**src/rtl/dvm_pkg.sv**
```systemverilog
package dvm_pkg;

  // field widths
  localparam int DepthW   = 16;
  localparam int IdxW     = 12;
  localparam int CenterW  = 16;
  localparam int InvW     = 24;
  localparam int CoordW   = 33;
  localparam int ZW       = 29;
  localparam int CfgDataW = 24;
  localparam int CfgIdxW  = 2;

  // pipeline depth, output register included
  localparam int NumStages = 7;

  // internal widths of the axis datapath
  localparam int OffW    = 17;  // signed Q12.4 offset
  localparam int MagW    = 16;  // offset magnitude
  localparam int Prod1W  = 32;  // offset * depth
  localparam int Prod2W  = 56;  // offset * depth * inverse focal length
  localparam int QuotTW  = 40;  // product / 2^16, rounding bias added
  localparam int EstW    = 63;  // reciprocal estimate product
  localparam int QuotW   = 31;  // metres in Q19.12, magnitude
  localparam int RemW    = 11;  // remainder of the divide by 1000

  // rounding bias in units of 2^16: half of 65536000
  localparam logic [QuotTW-1:0] RoundBias  = 40'd500;
  // floor(0.512 * 2^32), applied to the quotient input shifted right by 9
  localparam logic [31:0]       RecipMilli = 32'd2199023255;
  localparam logic [9:0]        MilliDiv   = 10'd1000;

  // depth path: z = (depth * 4096 + 500) / 1000
  localparam int ZNumW  = 28;
  localparam int ZProdW = 57;
  localparam int ZQW    = 19;
  localparam int ZShift = 38;
  localparam logic [ZNumW-1:0] ZBias  = 28'd500;
  // ceil(2^38 / 1000), exact over the whole numerator range
  localparam logic [28:0]      ZRecip = 29'd274877907;

  // 100000.0 in Q20.12
  localparam logic [ZW-1:0] Sentinel = 29'd409600000;

  // register reset values
  localparam logic [InvW-1:0]    InvFocalXRst = 24'd31957;
  localparam logic [InvW-1:0]    InvFocalYRst = 24'd31957;
  localparam logic [CenterW-1:0] CenterXRst   = 16'd5112;
  localparam logic [CenterW-1:0] CenterYRst   = 16'd3832;

  typedef enum logic [CfgIdxW-1:0] {
    CfgInvFocalX = 2'd0,
    CfgInvFocalY = 2'd1,
    CfgCenterX   = 2'd2,
    CfgCenterY   = 2'd3
  } cfg_reg_e;

  // one axis result before the sign is applied
  typedef struct packed {
    logic             neg;
    logic [QuotW-1:0] mag;
  } axis_res_t;

endpackage

```
**src/rtl/dvm_axis.sv**
```systemverilog
module dvm_axis
  import dvm_pkg::*;
(
  input  logic                 clk_i,
  input  logic [NumStages-2:0] en_i,
  input  logic [IdxW-1:0]      index_i,
  input  logic [CenterW-1:0]   center_i,
  input  logic [InvW-1:0]      inv_focal_i,
  input  logic [DepthW-1:0]    depth_i,
  output axis_res_t            res_o
);

  logic [OffW-1:0]   off;
  logic [OffW-1:0]   off_abs;
  logic [MagW-1:0]   mag1_d, mag1_q;
  logic [DepthW-1:0] dep1_q;
  logic [Prod1W-1:0] p1_q;
  logic [Prod2W-1:0] p2_q;
  logic [QuotTW-1:0] t_q;
  logic [EstW-1:0]   est_prod;
  logic [QuotW-1:0]  qest_q;
  logic [RemW-1:0]   tlo_q;
  logic [20:0]       back_full;
  logic [RemW-1:0]   rem;
  logic              corr;
  logic [QuotW-1:0]  q6_d;
  logic [4:0]        neg_q;
  axis_res_t         res_q;

  // stage 1: offset from the principal point in Q12.4, split into sign and magnitude
  always_comb begin
    off     = {1'b0, index_i, 4'b0000} - {1'b0, center_i};
    off_abs = off[OffW-1] ? (OffW'(0) - off) : off;
    mag1_d  = off_abs[MagW-1:0];
  end

  always_ff @(posedge clk_i) begin
    if (en_i[0]) begin
      mag1_q   <= mag1_d;
      dep1_q   <= depth_i;
      neg_q[0] <= off[OffW-1];
    end
  end

  // stage 2: offset times depth
  always_ff @(posedge clk_i) begin
    if (en_i[1]) begin
      p1_q     <= mag1_q * dep1_q;
      neg_q[1] <= neg_q[0];
    end
  end

  // stage 3: times inverse focal length
  always_ff @(posedge clk_i) begin
    if (en_i[2]) begin
      p2_q     <= Prod2W'(p1_q) * Prod2W'(inv_focal_i);
      neg_q[2] <= neg_q[1];
    end
  end

  // stage 4: drop 16 fraction bits, add half of the divisor
  always_ff @(posedge clk_i) begin
    if (en_i[3]) begin
      t_q      <= p2_q[Prod2W-1:16] + RoundBias;
      neg_q[3] <= neg_q[2];
    end
  end

  // stage 5: quotient estimate by 1000, low by at most one
  assign est_prod = EstW'(t_q[QuotTW-1:9]) * EstW'(RecipMilli);

  always_ff @(posedge clk_i) begin
    if (en_i[4]) begin
      qest_q   <= est_prod[EstW-1:32];
      tlo_q    <= t_q[RemW-1:0];
      neg_q[4] <= neg_q[3];
    end
  end

  // stage 6: remainder check and correction; remainder stays below 2000
  always_comb begin
    back_full = qest_q[RemW-1:0] * MilliDiv;
    rem       = tlo_q - back_full[RemW-1:0];
    corr      = (rem >= {1'b0, MilliDiv});
    q6_d      = qest_q + QuotW'(corr);
  end

  always_ff @(posedge clk_i) begin
    if (en_i[5]) begin
      res_q.mag <= q6_d;
      res_q.neg <= neg_q[4];
    end
  end

  assign res_o = res_q;

endmodule
```
**config.mk**
```make
export PLATFORM = sky130hd
export DESIGN_NAME = dvm_axis
export DESIGN_NICKNAME = d
export VERILOG_FILES = /design/src/rtl/dvm_pkg.sv /design/src/rtl/dvm_axis.sv
export SDC_FILE = /design/constraint.sdc
export NUM_CORES = 2
export LEC_CHECK = 0
export BUFFER_PORTS_ARGS = -buffer_cell sky130_fd_sc_hd__buf_2
export CAP_MARGIN = 25
export CORE_MARGIN = 4
export CORE_UTILIZATION = 54
export DETAILED_ROUTE_END_ITERATION = 8
export PLACE_DENSITY = 0.7
export SLEW_MARGIN = 0
export SYNTH_ARGS = -nofsm -noshare
export SYNTH_HDL_FRONTEND = slang
export SYNTH_SLANG_ARGS = --single-unit
```
**constraint.sdc**
```tcl
create_clock -name clk_i -period 8.9 [get_ports clk_i]
set_clock_uncertainty 0.05 [all_clocks]
set_input_delay 0.445 -clock clk_i [delete_from_list [all_inputs] [get_ports clk_i]]
set_output_delay 0.445 -clock clk_i [all_outputs]
set_load 0.01 [all_outputs]
```
# [Word level (Yosys, flattened, before mapping)]
# Index checks and enable logic that the tools add are counted.
[totals] regBits=239 latchBits=0 ram_bits=0 rom_bits=0 in_bits=75 out_inout_bits=32 word_cells=25 n_memories=0
[op_classes] addsub=5 n_mul=4 div_mod_pow=0 magnitude_cmp=1 n_eq_ne=0 shifts=0 mux=1 bitwise=0 reduce_logical=0
[op_table] op="$mul 31x32->63 const B" count=1
[op_table] op="$mul 32x24->56" count=1
[op_table] op="$add 40x9->40 const B" count=1
[op_table] op="$mul 16x16->32" count=1
[op_table] op="$add 31x1->31" count=1
[op_table] op="$sub 16x16->17" count=1
[op_table] op="$mux 16" count=1
[op_table] op="$sub 1x16->16 const A" count=1
[op_table] op="$ge 11x10->1 const B" count=1
[op_table] op="$mul 11x7->8 const B" count=1
[op_table] op="$sub 11x11->11" count=1

# [Longest topological paths before layout]
[logic_depth] word_depth=4 depth_mapped=26 mapped_depth_nobuf=25

# [Least setup slack after synthesis]
# Ideal clock, no wire load.
[synth_path] path_type="register -> register" from="reg t_q[13]" to="reg qest_q[30] (data pin)" arrival_time_ns=6.747 required_ns=8.585 setup_slack_ns=1.837 stages_incl_launch_ff=24 synth_period_minus_slack_ns=7.063 path_cell_list="edfxtp_1 ha_1 fa_1 inv_1 fa_1 inv_1 fa_1 fa_1 inv_1 fa_1 inv_1 fa_1 fa_1 ha_1 a21oi_1 o21a_1 nor2_1 a211o_1 a211oi_1 o21ba_1 o21ai_2 a221oi_1 nor3b_1 or3_1"
[synth_via] elab_chain_cells=1
[synth_rtl] element="from (decl)" line_no="dvm_axis.sv:19" source="logic [QuotTW-1:0] t_q;"
[synth_rtl] element="from (signal assigned)" line_no="dvm_axis.sv:64" source="t_q <= p2_q[Prod2W-1:16] + RoundBias;"
[synth_rtl] element="$mul 31x32->63" line_no="dvm_axis.sv:70" source="assign est_prod = EstW'(t_q[QuotTW-1:9]) * EstW'(RecipMilli);"
[synth_rtl] element="named net est_prod[62]" line_no="dvm_axis.sv:20" source="logic [EstW-1:0] est_prod;"
[synth_rtl] element="to (signal assigned)" line_no="dvm_axis.sv:74" source="qest_q <= est_prod[EstW-1:32];"
[synth_rtl] element="to (decl)" line_no="dvm_axis.sv:21" source="logic [QuotW-1:0] qest_q;"
# The timed path passes the listed nets, and every way through them passes these cells.
# A chain may end at the register's enable or synchronous reset.

# [Worst setup path after layout]
[layout_path] from="reg p1_q[15]" to="reg p2_q[47] (data pin)"
[layout_via] elab_chain_cells=1
[layout_rtl] element="from (decl)" line_no="dvm_axis.sv:17" source="logic [Prod1W-1:0] p1_q;"
[layout_rtl] element="from (signal assigned)" line_no="dvm_axis.sv:48" source="p1_q <= mag1_q * dep1_q;"
[layout_rtl] element="$mul 32x24->56" line_no="dvm_axis.sv:56" source="p2_q <= Prod2W'(p1_q) * Prod2W'(inv_focal_i);"
[layout_rtl] element="to (signal assigned)" line_no="dvm_axis.sv:56"
[layout_rtl] element="to (decl)" line_no="dvm_axis.sv:18" source="logic [Prod2W-1:0] p2_q;"
# No other way between the ends.

==> results.json <==
{
  "cts_buffers": 27,
  "hold_violations": 0,
  "dieWidth_um": 331,
  "rows": 118,
  "synth_fa_ha_area_share_pct": 57.9,
  "syn_avg_cell_area_um2": 9.88,
  "critPathLaunch": "p1_q[15]",
  "initial_utilization_pct": 54.4,
  "ys_seq_area_share_pct": 11.5,
  "cp-endpoint": "p2_q[47]",
  "finalCriticalPeriod_ps": 8520,
  "n_fill_cell": 8916,
  "hold_class": "input pin to register",
  "clk_pin_slew_worst_paths_ps": 50,
  "die_area_um2": 109000,
  "min_from": "center_i[0]",
  "synth-simple-area-share_pct": 12.0,
  "overflow": 0,
  "async_flop_share_pct": 0,
  "first_iter_violations": 2164,
  "relSlewSlack_pct": 25.9,
  "worst_pin_slew_ps": 1110,
  "dp_cells": 7054,
  "synth_compound_area_share_pct": 4.17,
  "yosysMostFrequentCell": "inv_1",
  "synth.cell_area_um2": 56300,
  "vias_per_cell": 5.35,
  "gr-usage-all-layers_pct": 26.7,
  "wl_per_cell_um": 19.6,
  "path_delay_family": "adder cells",
  "cts_resized": 0,
  "post-route-cell-area_um2": 59500,
  "syn_nets": 7661,
  "cp_slowest_cell": "edfxtp_1",
  "drive_gt1_share_pct": 4.11,
  "cp.buffers_inverters": 6,
  "worstPathArrival_ps": 8800,
  "yosysTopAreaCell": "fa_1",
  "synth_top_family_by_area": "adder cells",
  "synth_edf_count": 215,
  "r2r_slack_ps": 380,
  "start_kind": "register",
  "end_kind": "register",
  "ant_nets": 0,
  "synth_top_cell_area_share_pct": 42.4,
  "synth-xor-area-share_pct": 3.13,
  "yosys_warnings": 0,
  "synthMuxAreaShare_pct": 0.0178,
  "multiInputGateArea_um2": 43400,
  "crit_path_frequent_cell": "fa_1",
  "reg2regPathDepth": 25,
  "place_area_um2": 58200,
  "cpPeakStageDelay_ps": 960,
  "core_um2": 103000,
  "r2r_start": "p1_q[15]",
  "num_vias": 38200,
  "drc": 0,
  "r2r-end": "p2_q[47]",
  "cts_tree": "built",
  "synth-seq-cells": 215,
  "synthTopCellsByArea": "fa_1 (42%), ha_1 (16%), edfxtp_1 (11%), inv_1 (10%), and2_1 (5.5%)",
  "critPathMaxFanout": 16,
  "grt_max_degree": 41,
  "hpwl_mm": 115,
  "crit_required_ps": 9180,
  "h-tree-depth": 1,
  "clock_latency_ps": 620,
  "seqCellArea_um2": 6460,
  "nets": 7697,
  "fmax_ghz": 0.117,
  "worst_hold_slack_ps": 67.8,
  "setup_viol": 0,
  "cp_num_cells": 25,
  "grt_pass1_wl_mm": 228,
  "drt_wl_total_mm": 140,
  "grt_pass1_vias": 42700,
  "path_class": "register to register",
  "syn_to_final_growth_pct": 5.70,
  "gp_congestion": 1.01,
  "clockBufferDepth": 3,
  "cap_violations": 0,
  "antenna_found_initial": 11,
  "port_buffers": 106,
  "io_pins": 107,
  "cts_root_buffer": "clkbuf_16",
  "slew_violations": 0,
  "final_cells": 7137,
  "syn_inst": 5696,
  "synthFlopType": "edfxtp_1",
  "die_height_um": 331,
  "cts_sinks": 215,
  "yosysUniqueCellTypes": 80,
  "setup_tns_ps": 0,
  "synth_common_cells": "inv_1 (1515), fa_1 (1192), ha_1 (698)",
  "finalCritPeriodShare_pct": 95.8,
  "rsz0062_at_grt": "false",
  "dr.pass1.iters": 6,
  "status": "finished, final reports clean"
}
-- worst reg2reg max path, delay by kind of cell, from the launching register on --
family	cells	cell delay, ps
adders and majority gates	8	3870
xor gates and xnor gates	1	170
AOI/OAI and AO/OA	7	2140
buffers and inverters	6	660
DFF	1	960
and+or+nand+nor	3	430
-- metal layers --
layer / track usage, % / vias up / share of wire [%]
met5: 0 / - / 0.0093
met4: 9.36 / 2 / 4.2
met3: 4.60 / 326 / 7.4
met2: 45.9 / 1300 / 48
met1: 34.2 / 19400 / 40
li1: - / 17100 / -
-- placed cells by master (no fill, tap or decap), types with 9 or more instances in the layout --
cell type	instances
clkbuf_16	27
a211oi_1	12
fa_1	1192
nand4_1	23
o31ai_1	10
and3_1	25
a21oi_1	104
o21bai_1	13
o21a_1	21
o21ai_1	9
nor2b_1	15
dlygate4sd3_1	16
xnor2_1	140
nor2_1	64
nor3_1	23
inv_1	1515
ha_1	698
edfxtp_1	215
xor2_1	61
and2_1	497
buf_4	51
buf_2	106
a21o_1	59
nand2_1	615
a31oi_1	14
o21ai_0	41
nand3_1	41
-- how the worst min path moves through the flow --
stage           endpoint  slack, ps  cells past startpoint
2_1_floorplan   neg_q[1]        350                      0
3_5_place_dp    tlo_q[6]        360                      0
4_1_cts        mag1_q[0]         30                      1
5_1_grt         p2_q[20]         60                      1
6_report       mag1_q[0]         70                      1
3_3_place_gp   res_o[31]        350                      0
-- registers in the layout, indices dropped and copies added, names as in the netlist --
register	count
neg_q	5
t_q	37
mag1_q	16
qest_q	31
p1_q	32
tlo_q	8
p2_q	38
dep1_q	16
res_o	32
-- per-stage QoR --
stage	setup WS (ps)	utilization, %
floorplan	1840	-
global placement	424	56.2
detailed placement	340	56.2
CTS	302	57.2
global route	64.6	57.4
finish	378	57.5
-- area by class of cell --
type	count	area share [%]
Timing Repair Buffer	183	2.10
Tap cell	1380	2.90
Sequential cell	215	10.9
Antenna cell	8	0.0337
Multi-Input combinational cell	3790	73.1
Clock inverter	14	0.318
Inverter	1515	9.56
Clock buffer	32	1.17
-- timing repair --
item	CTS	global route
endpoints found under the setup margin	0	9
hold buffers	16	0
endpoints found under the hold margin	16	0
buffers inserted	0	9
-- cells by family (layout without fill, tap and decap cells) --
logic type / Yosys count / after routing
AOI/OAI and AO/OA: 347 / 347
xor gates and xnor gates: 201 / 201
adders and majority gates: 1890 / 1890
buffers and inverters: 1691 / 1744
DFF: 215 / 215
muxes: 1 / 1
other: 0 / 8
and+or+nand+nor: 1351 / 1351
Power is left out: the tool's default activity adds up to more than one toggle a clock period on the data nets, which glitch-free logic cannot reach.
